==> src/rtl/bara_pkg.sv <==
// Shared types, constants and the repeat acceleration table for the button block.
package bara_pkg;

  localparam int MAX_BUTTONS   = 4;
  localparam int BTN_W         = $clog2(MAX_BUTTONS + 1);
  localparam int COORD_W       = 16;
  localparam int TIME_W        = 32;
  localparam int INTERVAL_W    = 16;
  localparam int COUNT_W       = 3;
  localparam int CD_W          = 2;
  localparam int CTR_W         = 6;
  localparam int ACCEL_LEN     = 48;
  localparam int CFG_IDX_W     = 3;
  localparam int CFG_DATA_W    = 48;
  localparam int HIT_W         = COORD_W + 2;

  localparam logic [CD_W-1:0]       PRESS_SAMPLES  = 2'd3;
  localparam logic [CTR_W-1:0]      ACCEL_TOP      = 6'd47;
  localparam logic [INTERVAL_W-1:0] INTERVAL_RESET = 16'd30;

  // Bit i is the gate entry for repeat count i.
  localparam logic [ACCEL_LEN-1:0] ACCEL_GATE = {
    16'b0111_1111_1001_0101,
    16'b0010_0100_1000_1000,
    16'b0100_0001_0000_0000
  };

  typedef enum logic [CFG_IDX_W-1:0] {
    REG_ORIGIN_X  = 3'd0,
    REG_ORIGIN_Y  = 3'd1,
    REG_BTN_COUNT = 3'd2,
    REG_INTERVAL  = 3'd3,
    REG_GEOM_0    = 3'd4,
    REG_GEOM_1    = 3'd5,
    REG_GEOM_2    = 3'd6,
    REG_GEOM_3    = 3'd7
  } cfg_reg_t;

  typedef struct packed {
    logic [COORD_W-1:0] size;
    logic [COORD_W-1:0] off_y;
    logic [COORD_W-1:0] off_x;
  } geom_t;

  typedef struct packed {
    logic [TIME_W-1:0]  now_ms;
    logic               is_down;
    logic               press_edge;
    logic [COORD_W-1:0] pointer_y;
    logic [COORD_W-1:0] pointer_x;
  } sample_t;

  typedef struct packed {
    logic [MAX_BUTTONS-1:0] pressed_mask;
    logic                   fire;
    logic [BTN_W-1:0]       active_button;
    logic [BTN_W-1:0]       focus_button;
  } result_t;

  function automatic logic accel_gate(input logic [CTR_W-1:0] idx);
    accel_gate = ACCEL_GATE[idx];
  endfunction

endpackage

==> src/rtl/button_autorepeat_accel.sv <==
// Top level: configuration registers, input and result registers, stream handshake.
//
// Takes one pointer sample per clock and returns one result per sample: each
// accepted sample is held in the input register, then the hit test and the
// press/repeat state update run in a single combinational pass into the
// result register. The block sustains one sample every cycle as long as out_tready
// is high; the per-button state is read and written in that one pass, so a sample
// always sees the state left by the one before it. Write the configuration port only
// while no request is in flight.
module button_autorepeat_accel (
  input  logic                               clk,
  input  logic                               rst_n,
  input  logic                               cfg_wr_en,
  input  logic [bara_pkg::CFG_IDX_W-1:0]     cfg_index,
  input  logic [bara_pkg::CFG_DATA_W-1:0]    cfg_wdata,
  input  logic                               in_tvalid,
  output logic                               in_tready,
  // pointer_x[15:0], pointer_y[31:16], now_ms[63:32]
  input  logic [63:0]                        in_tdata,
  // press_edge[0], is_down[1]
  input  logic [1:0]                         in_tuser,
  output logic                               out_tvalid,
  input  logic                               out_tready,
  // focus_button[2:0], active_button[5:3], pressed_mask[9:6], zero fill[15:10]
  output logic [15:0]                        out_tdata,
  // fire[0]
  output logic                               out_tuser
);

  logic [bara_pkg::COORD_W-1:0]    origin_x_r, origin_y_r;
  logic [bara_pkg::COUNT_W-1:0]    btn_count_r;
  logic [bara_pkg::INTERVAL_W-1:0] interval_r;
  bara_pkg::geom_t                 geom_r [bara_pkg::MAX_BUTTONS];
  logic [bara_pkg::BTN_W-1:0]      n_used;

  bara_pkg::sample_t sample_r;
  logic              s1_vld_r;
  bara_pkg::result_t result_r, result_nxt;
  logic              out_vld_r;
  logic              advance;
  logic [bara_pkg::BTN_W-1:0] focus;

  // Counts past the number of buttons saturate.
  assign n_used = (bara_pkg::BTN_W'(btn_count_r) > bara_pkg::BTN_W'(bara_pkg::MAX_BUTTONS)) ?
                  bara_pkg::BTN_W'(bara_pkg::MAX_BUTTONS) : bara_pkg::BTN_W'(btn_count_r);

  always_ff @(posedge clk) begin
    if (!rst_n) begin
      origin_x_r  <= '0;
      origin_y_r  <= '0;
      btn_count_r <= '0;
      interval_r  <= bara_pkg::INTERVAL_RESET;
      for (int i = 0; i < bara_pkg::MAX_BUTTONS; i++) begin
        geom_r[i] <= '0;
      end
    end else if (cfg_wr_en) begin
      case (bara_pkg::cfg_reg_t'(cfg_index))
        bara_pkg::REG_ORIGIN_X:  origin_x_r  <= cfg_wdata[bara_pkg::COORD_W-1:0];
        bara_pkg::REG_ORIGIN_Y:  origin_y_r  <= cfg_wdata[bara_pkg::COORD_W-1:0];
        bara_pkg::REG_BTN_COUNT: btn_count_r <= cfg_wdata[bara_pkg::COUNT_W-1:0];
        bara_pkg::REG_INTERVAL:  interval_r  <= cfg_wdata[bara_pkg::INTERVAL_W-1:0];
        bara_pkg::REG_GEOM_0:    geom_r[0]   <= cfg_wdata;
        bara_pkg::REG_GEOM_1:    geom_r[1]   <= cfg_wdata;
        bara_pkg::REG_GEOM_2:    geom_r[2]   <= cfg_wdata;
        bara_pkg::REG_GEOM_3:    geom_r[3]   <= cfg_wdata;
        default: ;
      endcase
    end
  end

  // Move a request into the result register whenever that slot is free or draining.
  assign advance   = s1_vld_r && (!out_vld_r || out_tready);
  assign in_tready = !s1_vld_r || advance;

  always_ff @(posedge clk) begin
    if (!rst_n) begin
      s1_vld_r  <= 1'b0;
      out_vld_r <= 1'b0;
    end else begin
      if (in_tready) begin
        s1_vld_r <= in_tvalid;
      end
      if (advance) begin
        out_vld_r <= 1'b1;
      end else if (out_tready) begin
        out_vld_r <= 1'b0;
      end
    end
  end

  always_ff @(posedge clk) begin
    if (in_tvalid && in_tready) begin
      sample_r.pointer_x  <= in_tdata[15:0];
      sample_r.pointer_y  <= in_tdata[31:16];
      sample_r.now_ms     <= in_tdata[63:32];
      sample_r.press_edge <= in_tuser[0];
      sample_r.is_down    <= in_tuser[1];
    end
    if (advance) begin
      result_r <= result_nxt;
    end
  end

  bara_hit u_hit (
    .origin_x  (origin_x_r),
    .origin_y  (origin_y_r),
    .n_used    (n_used),
    .geom      (geom_r),
    .pointer_x (sample_r.pointer_x),
    .pointer_y (sample_r.pointer_y),
    .focus     (focus)
  );

  bara_state u_state (
    .clk      (clk),
    .rst_n    (rst_n),
    .step     (advance),
    .sample   (sample_r),
    .focus    (focus),
    .n_used   (n_used),
    .interval (interval_r),
    .result   (result_nxt)
  );

  assign out_tvalid = out_vld_r;
  assign out_tdata  = {6'd0, result_r.pressed_mask, result_r.active_button,
                       result_r.focus_button};
  assign out_tuser  = result_r.fire;

endmodule

==> src/rtl/bara_hit.sv <==
// Parallel hit test of the pointer against every configured button, first match wins.
module bara_hit (
  input  logic [bara_pkg::COORD_W-1:0] origin_x,
  input  logic [bara_pkg::COORD_W-1:0] origin_y,
  input  logic [bara_pkg::BTN_W-1:0]   n_used,
  input  bara_pkg::geom_t              geom [bara_pkg::MAX_BUTTONS],
  input  logic [bara_pkg::COORD_W-1:0] pointer_x,
  input  logic [bara_pkg::COORD_W-1:0] pointer_y,
  output logic [bara_pkg::BTN_W-1:0]   focus
);

  logic [bara_pkg::MAX_BUTTONS-1:0] hit;

  always_comb begin
    logic signed [bara_pkg::HIT_W-1:0] left, top, right, bottom, px, py, ox, oy;
    px = bara_pkg::HIT_W'(signed'(pointer_x));
    py = bara_pkg::HIT_W'(signed'(pointer_y));
    ox = bara_pkg::HIT_W'(signed'(origin_x));
    oy = bara_pkg::HIT_W'(signed'(origin_y));
    for (int i = 0; i < bara_pkg::MAX_BUTTONS; i++) begin
      left   = ox + bara_pkg::HIT_W'(signed'(geom[i].off_x));
      top    = oy + bara_pkg::HIT_W'(signed'(geom[i].off_y));
      right  = left + signed'({2'b00, geom[i].size});
      bottom = top + signed'({2'b00, geom[i].size});
      hit[i] = (bara_pkg::BTN_W'(i) < n_used) && (left <= px) && (right > px) &&
               (top <= py) && (bottom > py);
    end
  end

  // Walk from the last button down so the lowest match is left standing.
  always_comb begin
    focus = '0;
    for (int i = bara_pkg::MAX_BUTTONS - 1; i >= 0; i--) begin
      if (hit[i]) begin
        focus = bara_pkg::BTN_W'(i + 1);
      end
    end
  end

endmodule

==> src/rtl/bara_state.sv <==
// Repeat timer, per-button press countdowns and repeat counters, and result logic.
module bara_state (
  input  logic                            clk,
  input  logic                            rst_n,
  input  logic                            step,
  input  bara_pkg::sample_t               sample,
  input  logic [bara_pkg::BTN_W-1:0]      focus,
  input  logic [bara_pkg::BTN_W-1:0]      n_used,
  input  logic [bara_pkg::INTERVAL_W-1:0] interval,
  output bara_pkg::result_t               result
);

  logic [bara_pkg::TIME_W-1:0] last_time_r, last_time_nxt;
  logic [bara_pkg::CD_W-1:0]   cd_r  [bara_pkg::MAX_BUTTONS];
  logic [bara_pkg::CD_W-1:0]   cd_nxt [bara_pkg::MAX_BUTTONS];
  logic [bara_pkg::CTR_W-1:0]  ctr_r [bara_pkg::MAX_BUTTONS];
  logic [bara_pkg::CTR_W-1:0]  ctr_nxt [bara_pkg::MAX_BUTTONS];
  logic                        tick;
  logic [bara_pkg::TIME_W-1:0] elapsed;

  assign elapsed = sample.now_ms - last_time_r;
  assign tick    = elapsed >= bara_pkg::TIME_W'(interval);
  assign last_time_nxt = tick ? sample.now_ms : last_time_r;

  always_comb begin
    logic [bara_pkg::CTR_W:0] r;
    logic                     used;
    result.focus_button  = focus;
    result.active_button = '0;
    result.fire          = 1'b0;
    result.pressed_mask  = '0;
    r = '0;
    for (int i = 0; i < bara_pkg::MAX_BUTTONS; i++) begin
      used = bara_pkg::BTN_W'(i) < n_used;
      cd_nxt[i]  = cd_r[i];
      ctr_nxt[i] = ctr_r[i];
      // Age the countdown; an expired press drops its repeat history.
      if (used) begin
        if (cd_r[i] != '0) begin
          cd_nxt[i] = cd_r[i] - 1'b1;
        end
        if (cd_nxt[i] == '0) begin
          ctr_nxt[i] = '0;
        end
      end
      if (focus == bara_pkg::BTN_W'(i + 1)) begin
        if (sample.press_edge) begin
          cd_nxt[i]            = bara_pkg::PRESS_SAMPLES;
          ctr_nxt[i]           = '0;
          result.fire          = 1'b1;
          result.active_button = focus;
        end else if (sample.is_down) begin
          cd_nxt[i]            = bara_pkg::PRESS_SAMPLES;
          result.active_button = focus;
          if (tick) begin
            r = {1'b0, ctr_nxt[i]} + 1'b1;
            if (r < (bara_pkg::CTR_W+1)'(bara_pkg::ACCEL_LEN)) begin
              ctr_nxt[i] = r[bara_pkg::CTR_W-1:0];
              if (bara_pkg::accel_gate(r[bara_pkg::CTR_W-1:0])) begin
                result.fire = 1'b1;
              end else begin
                result.active_button = '0;
              end
            end else begin
              ctr_nxt[i]  = bara_pkg::ACCEL_TOP;
              result.fire = 1'b1;
            end
          end
        end
      end
      result.pressed_mask[i] = used && (cd_nxt[i] != '0);
    end
  end

  always_ff @(posedge clk) begin
    if (!rst_n) begin
      last_time_r <= '0;
      for (int i = 0; i < bara_pkg::MAX_BUTTONS; i++) begin
        cd_r[i]  <= '0;
        ctr_r[i] <= '0;
      end
    end else if (step) begin
      last_time_r <= last_time_nxt;
      for (int i = 0; i < bara_pkg::MAX_BUTTONS; i++) begin
        cd_r[i]  <= cd_nxt[i];
        ctr_r[i] <= ctr_nxt[i];
      end
    end
  end

endmodule
==> config.mk <==
export PLATFORM = sky130hd
export DESIGN_NAME = button_autorepeat_accel
export DESIGN_NICKNAME = d
export VERILOG_FILES = /design/src/rtl/bara_pkg.sv /design/src/rtl/button_autorepeat_accel.sv /design/src/rtl/bara_hit.sv /design/src/rtl/bara_state.sv
export SDC_FILE = /design/constraint.sdc
export NUM_CORES = 2
export LEC_CHECK = 0
export BUFFER_PORTS_ARGS = -buffer_cell sky130_fd_sc_hd__clkbuf_2
export CORE_ASPECT_RATIO = 0.6
export CORE_MARGIN = 4
export CORE_UTILIZATION = 31
export DETAILED_ROUTE_END_ITERATION = 16
export PLACE_DENSITY = 0.52
export SLEW_MARGIN = 20
export SYNTH_ARGS = -nofsm -noshare
export SYNTH_HDL_FRONTEND = slang
export SYNTH_SLANG_ARGS = --single-unit
export TNS_END_PERCENT = 5
==> constraint.sdc <==
create_clock -name clk -period 9.5 [get_ports clk]
set_clock_uncertainty 0.15 [all_clocks]
set_input_delay 1.9 -clock clk [delete_from_list [all_inputs] [get_ports clk]]
set_output_delay 1.9 -clock clk [all_outputs]
set_load 0.05 [all_outputs]
# ---- Word level (Yosys, flattened, before mapping)
# Memory sizes are Yosys's and may differ from the RTL's.
# Index checks and enable logic that the tools add are counted.
dict set report classes {
  add_sub_neg 25
  order_cmp 30
  n_eq_ne 11
  muxes 107
  n_bitwise 8
  reduce_logical 49
}
# operator n
set ops {}
lappend ops {{6-bit 2-to-1 mux} 32}
lappend ops {{17-bit by 17-bit adder with 18-bit output} 8}
lappend ops {{18-bit by 16-bit > comparator with 1-bit output} 8}
lappend ops {{16-bit by 16-bit adder with 17-bit output} 8}
lappend ops {{17-bit by 16-bit less-or-equal comparator with 1-bit output} 8}
lappend ops {{4-bit 2-to-1 mux} 16}
lappend ops {{2-bit 2-to-1 mux} 28}
lappend ops {{3-bit 2-to-1 mux} 13}
lappend ops {{32-bit by 16-bit greater-or-equal comparator with 1-bit output} 1}
lappend ops {{32-bit subtractor} 1}
lappend ops {{6-bit by 1-bit adder with 7-bit output (second input constant)} 4}
lappend ops {{6-bit by 7-bit less-than comparator with 1-bit output (second input constant)} 4}
lappend ops {{7-bit by 6-bit less-than comparator with 1-bit output (second input constant)} 4}
lappend ops {{1-bit logical AND} 22}
lappend ops {{1-bit 2-to-1 mux} 18}
lappend ops {{2-bit AND reduction} 9}
lappend ops {{2-bit nonzero test} 9}
lappend ops {{3-bit equality test (second input constant)} 5}
lappend ops {{3-bit by 2-bit equality test with 1-bit output (second input constant)} 4}
lappend ops {{2-bit logical NOT} 4}
lappend ops {{1-bit OR} 8}
lappend ops {{2-bit by 1-bit subtractor with 2-bit output (second input constant)} 4}
lappend ops {{3-bit by 1-bit equality test with 1-bit output (second input constant)} 2}
lappend ops {{1-bit by 3-bit less-than comparator with 1-bit output (first input constant)} 2}
lappend ops {{other kinds (5)} 8}
dict set report word_totals {
  ff_bits 354
  ramBits 32
  mem_bits_ro 256
  word_cells 264
  mem_count 6
}
# name depth word_bits rd rd_clocked_by_memory_dff wr line_no
set mem_list {}
lappend mem_list {{(name not given)} 64 1 1 0 0 bara_pkg.sv:61} ;# accel_gate = ACCEL_GATE[idx];
lappend mem_list {{(name not given)} 64 1 1 0 0 bara_pkg.sv:61}
lappend mem_list {{(name not given)} 64 1 1 0 0 bara_pkg.sv:61}
lappend mem_list {{(name not given)} 64 1 1 0 0 bara_pkg.sv:61}
lappend mem_list {u_state.ctr_r 4 6 4 0 4 bara_state.sv:16} ;# logic [bara_pkg::CTR_W-1:0] ctr_r [bara_pkg::MAX_BUTTONS];
lappend mem_list {u_state.cd_r 4 2 4 0 4 bara_state.sv:14} ;# logic [bara_pkg::CD_W-1:0] cd_r [bara_pkg::MAX_BUTTONS];

# ---- Depth between registers and ports, before layout
dict set report logic_depth {
  ltp_word 35
  mapped_depth 32
  ltp_nobuf 30
}

# ---- Hierarchy
# A second synthesis with hierarchy kept.
dict set report unflattened {
  cells_unflattened 4070
  area_unflattened_um2 35512.8
}
# module instances cells_per_inst area_per_inst_um2
set modules_own_cells {}
lappend modules_own_cells {bara_hit 1 2239 17311.6}
lappend modules_own_cells {button_autorepeat_accel 1 949 11273.3}
lappend modules_own_cells {bara_state 1 882 6927.9}

# ---- Worst setup path before layout
# No wires, ideal clock.
dict set report synth_timing {
  kind {reg-to-reg}
  startpoint {reg origin_y_r[1] (netlist name)}
  endpoint {mem u_state.ctr_r[3][4] (netlist name), data pin}
  setup_time_ns 0.260
  arrival_time_ns 5.993
  required_ns 9.090
  setup_slack_ns 3.097
  stages_incl_launch_ff 30
  synth_period_minus_slack_ns 6.403
  cell_sequence {dfxtp_1 inv_1 fa_1 nor2b_1 o21ai_0 a21boi_0 o21ai_0 a21boi_0 o31a_1 a21o_1 a21oi_1 xnor2_1 ha_1 or2_2 a21oi_1 a21oi_1 a31oi_1 o21ai_0 xnor2_1 ha_1 nand4_1 nor3_1 o31a_1 nor3_1 mux2i_1 or4_1 nor3_1 clkbuf_1 a21o_1 a31oi_1}
}
# item line_no
set synth_rtl {}
lappend synth_rtl {{start, declared} button_autorepeat_accel.sv:30} ;# logic [bara_pkg::COORD_W-1:0] origin_x_r, origin_y_r;
lappend synth_rtl {{start signal, assigned} button_autorepeat_accel.sv:59} ;# bara_pkg::REG_ORIGIN_Y: origin_y_r <= cfg_wdata[bara_pkg::COORD_W-1:0];
lappend synth_rtl {{end, declared} bara_state.sv:16}

==> results_tabular.tex <==
\begin{tabular}{lr}
\hline
Metric & Value \\
\hline
\multicolumn{2}{l}{\textbf{STA}} \\
\quad Fin. max-slew vios & 0 \\
\quad Tightest slew margin relative to the limit & 17.9\% \\
\quad Number of hold violations in the final report & 0 \\
\quad Setup total negative slack & 0 ns \\
\quad Final setup vio count & 0 \\
\quad Final clock period utilization by the worst path & 91.9\% \\
\quad Shortest clock period the worst path allows after layout & between 8 and 9 ns \\
\quad Slew at the pin closest to its max-slew limit & around 1.2 ns \\
\quad Final critical-path setup slack & slightly below 0.8 ns \\
\quad Max Clk Rate & 0.115 GHz \\
\quad Unrepaired setup endpoints after global routing & false \\
\multicolumn{2}{l}{\textbf{Routing}} \\
\quad First-pass DRT Iterations & 8 \\
\quad Routed via count & roughly 32k \\
\quad Remaining number of nets flagged by the antenna check after routing & 0 \\
\quad Avg Vias per Cell & 5.42 \\
\quad Routed len/inst & 22.1 microns \\
\quad Remaining routing DRC violations & 0 \\
\quad Initial DRC count & 3,732 \\
\quad Total wire length & 130,000 microns \\
\multicolumn{2}{l}{\textbf{Setup path}} \\
\quad Arrival time of data at the critical path endpoint & 8.91 ns \\
\quad Reg-to-reg critical path startpoint & origin\_y\_r[1] \\
\quad Kind of launch point of the worst setup path & flip-flop \\
\quad Type of the worst setup path & reg -> reg \\
\quad Capture point of the worst path & u\_state.ctr\_r[3][2] \\
\quad Data required time of the worst path & 9.68 ns \\
\quad Flop-to-flop setup slack & 0.77 ns \\
\quad Depth of the worst register-to-register path & 27 \\
\quad Kind of capture point of the worst setup path & flip-flop \\
\quad Launching instance or port of the critical path & origin\_y\_r[1] \\
\quad Worst r2r dst & u\_state.ctr\_r[3][2] \\
\quad Worst-path fanout max & 17 \\
\multicolumn{2}{l}{\textbf{Clock tree}} \\
\quad Post-cts hold buffer count & 0 \\
\quad Number of buffers inserted by post-CTS setup repair & 0 \\
\quad Number of CTS-inserted buffers & 46 \\
\quad Clock root buffer & sky130\_fd\_sc\_hd\_\_clkbuf\_16 \\
\quad CTS sink cnt & 386 \\
\quad Number of buffers between clock root and the deepest sink & 3 \\
\quad Insertion delay to the later sink of the worst-skew pair & 0.63 ns \\
\quad TritonCTS clock tree & yes \\
\quad Register clock-pin slew on the reported worst setup and hold paths & 0.07 ns \\
\quad Cells resized by post-CTS repair & 0 \\
\quad CTS H-tree depth & 2 \\
\multicolumn{2}{l}{\textbf{Final layout}} \\
\quad Total area of multi-input combinational cells & 24,100 sq um \\
\quad Proportion of layout cells with a drive suffix above 1 & 6.45\% \\
\quad Layout overhead on the synthesized area & 11.1\% \\
\quad Seq. cell area & 8820 sq um \\
\quad Count of filler cells inserted in the layout & roughly 11k \\
\quad Final cell count without fillers & between 5k and 6k \\
\quad Post-layout nets & a little over 5k \\
\multicolumn{2}{l}{\textbf{Synthesis}} \\
\quad Cell types occupying the most area after synthesis & sky130\_fd\_sc\_hd\_\_ha\_1 (22\%), sky130\_fd\_sc\_hd\_\_dfxtp\_1 (16\%), sky130\_fd\_sc\_hd\_\_edfxtp\_1 (9.5\%), sky130\_fd\_sc\_hd\_\_a21oi\_1 (7.5\%), sky130\_fd\_sc\_hd\_\_nand2\_1 (7.2\%) \\
\quad Number of synthesized register bits & 386 \\
\quad Cell with the most instances after synthesis & sky130\_fd\_sc\_hd\_\_nand2\_1 \\
\quad Async S/R FF share, synth & 0\% \\
\quad Predominant post-synthesis flop cell & sky130\_fd\_sc\_hd\_\_dfxtp\_1 \\
\quad Count of warnings emitted by yosys & 0 \\
\quad Post-synthesis instance area & 34,500 sq um \\
\quad Gate Count Post-Synth & between 4k and 5k \\
\quad Commonest cells in the netlist & sky130\_fd\_sc\_hd\_\_nand2\_1 (657), sky130\_fd\_sc\_hd\_\_ha\_1 (606), sky130\_fd\_sc\_hd\_\_a21oi\_1 (514) \\
\quad Number of synthesized flops with an enable pin & around 110 \\
\quad Number of different library cells in the post-synthesis netlist & 79 \\
\quad Seq/Total Area, Yosys & between 20\% and 30\% \\
\quad Average cell area after synthesis & 8.03 sq um \\
\quad Leading area contributor after synthesis & sky130\_fd\_sc\_hd\_\_ha\_1 \\
\quad Fraction of post-synthesis cell area in the top cell type by area & 22.0\% \\
\multicolumn{2}{l}{\textbf{Pwr}} \\
\quad Leakage power summed over all cells & 17.3 nW \\
\quad Power density over cell area & roughly 120 nW/um\^{}2 \\
\quad Maximum resistive drop on vdd & 0.000116 V \\
\quad Net switching component of the power & roughly 1.5 mW \\
\quad Sequential fraction of design power & between 30\% and 40\% \\
\quad Relative contribution of the clock network to total power & 40.4\% \\
\quad Internal power of the cells & 3.13 mW \\
\quad Part of the power in combinational logic & 20.3\% \\
\quad Switching part of the total power & a little under a third \\
\multicolumn{2}{l}{\textbf{Worst hold path}} \\
\quad Worst hold path type & reg -> reg \\
\multicolumn{2}{l}{\textbf{Floorplan}} \\
\quad Total Die Area & 117,000 sq um \\
\quad Initial Utilization & a little under a third \\
\quad Horizontal die dimension & $\sim$440 microns \\
\quad Standard-cell rows & between 90 and 100 \\
\quad Height of the chip & about 270 microns \\
\quad Count of pins on the block boundary & approximately 140 \\
\quad Core Area & 110,000 sq um \\
\multicolumn{2}{l}{\textbf{Global routing}} \\
\quad Largest net degree at the start of global routing & 122 \\
\quad Antenna violations before repair & 7 \\
\quad Aggregate global-route resource usage & between 20\% and 30\% \\
\quad Grt total ovfl & 0 \\
\quad Wire length of the first global-routing pass & 190,000 microns \\
\quad Via count of the first global-routing pass & 28.1k \\
\multicolumn{2}{l}{\textbf{Placed design}} \\
\quad Dpl hpwl & 101,000 microns \\
\quad Port-buffer cells & 134 \\
\quad Post-placement cell count & 5,804 \\
\quad Gp weighted congestion & 0.995 \\
\quad Pre-CTS setup slack & 0.708 ns \\
\multicolumn{2}{l}{\textbf{Outcome}} \\
\quad Outcome & complete, no violations \\
\multicolumn{2}{l}{\textbf{Run}} \\
\quad Max capacitance violation total & 0 \\
\hline
\end{tabular}
## logic make-up after synthesis
group	count (synthesis)	synth area share (%)
AO/OA/AOI/OAI	1210	21.8
buffers and inverters	419	4.68
AND/OR/NAND/NOR	1400	18.4
flip-flops	386	25.6
adder cells (fa/ha/maj)	623	23.0
XOR/XNOR	237	6.02
other	1	0.0109
multiplexers	17	0.508
## area by class of cell
type	instances	share of cell area [%]
diodes	2	0.0131
clock buffers	70	3.56
clock inverters	16	0.425
inverters	270	2.67
multi-input cells	3493	63.0
flip-flops and latches	386	23.0
well taps	1488	4.86
repair buffers	167	2.40
## power groups by stage
stage               Combinational [mW]  Clock (mW)  Sequential, mW
floorplan                        0.602           0            1.82
global placement                 0.901           0            1.84
detailed placement               0.903           0            1.84
CTS                              0.910        1.91            1.81
global route                      1.03        1.98            1.81
finish                           0.933        1.86            1.81
## per-layer routing
layer,GRT usage (%),up-vias,routed length [microns]
met5,0.968,-,159
met4,3.13,2,1550
met3,6.42,88,15000
met2,25.6,1282,44600
met1,36.3,14900,69200
li1,-,15600,-
## critical path, stage by stage, from the launching register on
cell and delay (ns):
sky130_fd_sc_hd__dfxtp_1 0.50, sky130_fd_sc_hd__inv_1 0.20, sky130_fd_sc_hd__fa_1 0.49, sky130_fd_sc_hd__nor2b_1 0.12, sky130_fd_sc_hd__o21ai_0 0.16, sky130_fd_sc_hd__a21boi_0 0.31
sky130_fd_sc_hd__o21ai_0 0.18, sky130_fd_sc_hd__a21o_1 0.23, sky130_fd_sc_hd__a21boi_0 0.46, sky130_fd_sc_hd__o221ai_1 0.34, sky130_fd_sc_hd__a21boi_0 0.25, sky130_fd_sc_hd__ha_1 0.27
sky130_fd_sc_hd__nor3_1 0.18, sky130_fd_sc_hd__o211ai_1 0.17, sky130_fd_sc_hd__o311a_1 0.22, sky130_fd_sc_hd__a211oi_1 0.25, sky130_fd_sc_hd__o21bai_1 0.13, sky130_fd_sc_hd__a2111oi_0 0.48
sky130_fd_sc_hd__ha_1 0.21, sky130_fd_sc_hd__nand4_1 0.16, sky130_fd_sc_hd__or3_1 0.54, sky130_fd_sc_hd__o31ai_1 0.73, sky130_fd_sc_hd__a31oi_1 0.19, sky130_fd_sc_hd__o211ai_1 0.26
sky130_fd_sc_hd__o21ai_0 0.25, sky130_fd_sc_hd__nor3_4 0.62, sky130_fd_sc_hd__and4_1 0.30, sky130_fd_sc_hd__a221oi_1 0.07
## metrics by stage
stage               hold WS [ns]  util (%)  power [mW]  area [sq um]
floorplan                  0.286         -        2.42         34500
global placement           0.295      33.4        2.74         36700
detailed placement         0.302      33.4        2.75         36700
CTS                        0.311      34.8        4.62         38300
global route               0.326      34.8        4.82         38300
finish                     0.310      34.8        4.60         38300
## registers in the layout, indices dropped and copies added (netlist names)
signal	cells
out_tvalid	1
u_state.cd_r	8
u_state.ctr_r	24
u_state.last_time_r	32
out_tuser	1
btn_count_r	3
interval_r	16
geom_r	192
origin_x_r	16
s1_vld_r	1
origin_y_r	16
out_tdata	10
sample_r	66
## worst min-delay path by stage
| stage | from | to | slack [ns] | cells past startpoint |
|---|---|---|---|---|
| global route | geom_r[174] | geom_r[174] | 0.33 | 2 |
| detailed placement | geom_r[147] | geom_r[147] | 0.30 | 2 |
| floorplan | interval_r[10] | interval_r[10] | 0.29 | 2 |
| global placement | interval_r[7] | interval_r[7] | 0.30 | 2 |
| finish | geom_r[76] | geom_r[76] | 0.31 | 2 |
| CTS | geom_r[147] | geom_r[147] | 0.31 | 2 |
## cells in the final DEF, fill, tap and decap left out, drive strengths merged, types with 16 or more instances in the layout
cell type    n
nand2      657
ha         606
a21oi      514
dfxtp      277
inv        270
nor2       239
clkbuf     204
o21ai      198
xnor2      162
nand3      140
a21o       130
edfxtp     109
nor3        78
xor2        75
nand4       68
nor2b       57
a211oi      41
a31oi       34
nand2b      33
buf         33
o211ai      29
a21boi      29
o21bai      25
and3        25
and2        24
o21a        22
o31ai       18
fa          17
o2111ai     16
Note: power is estimated with default switching activity, not from simulation.
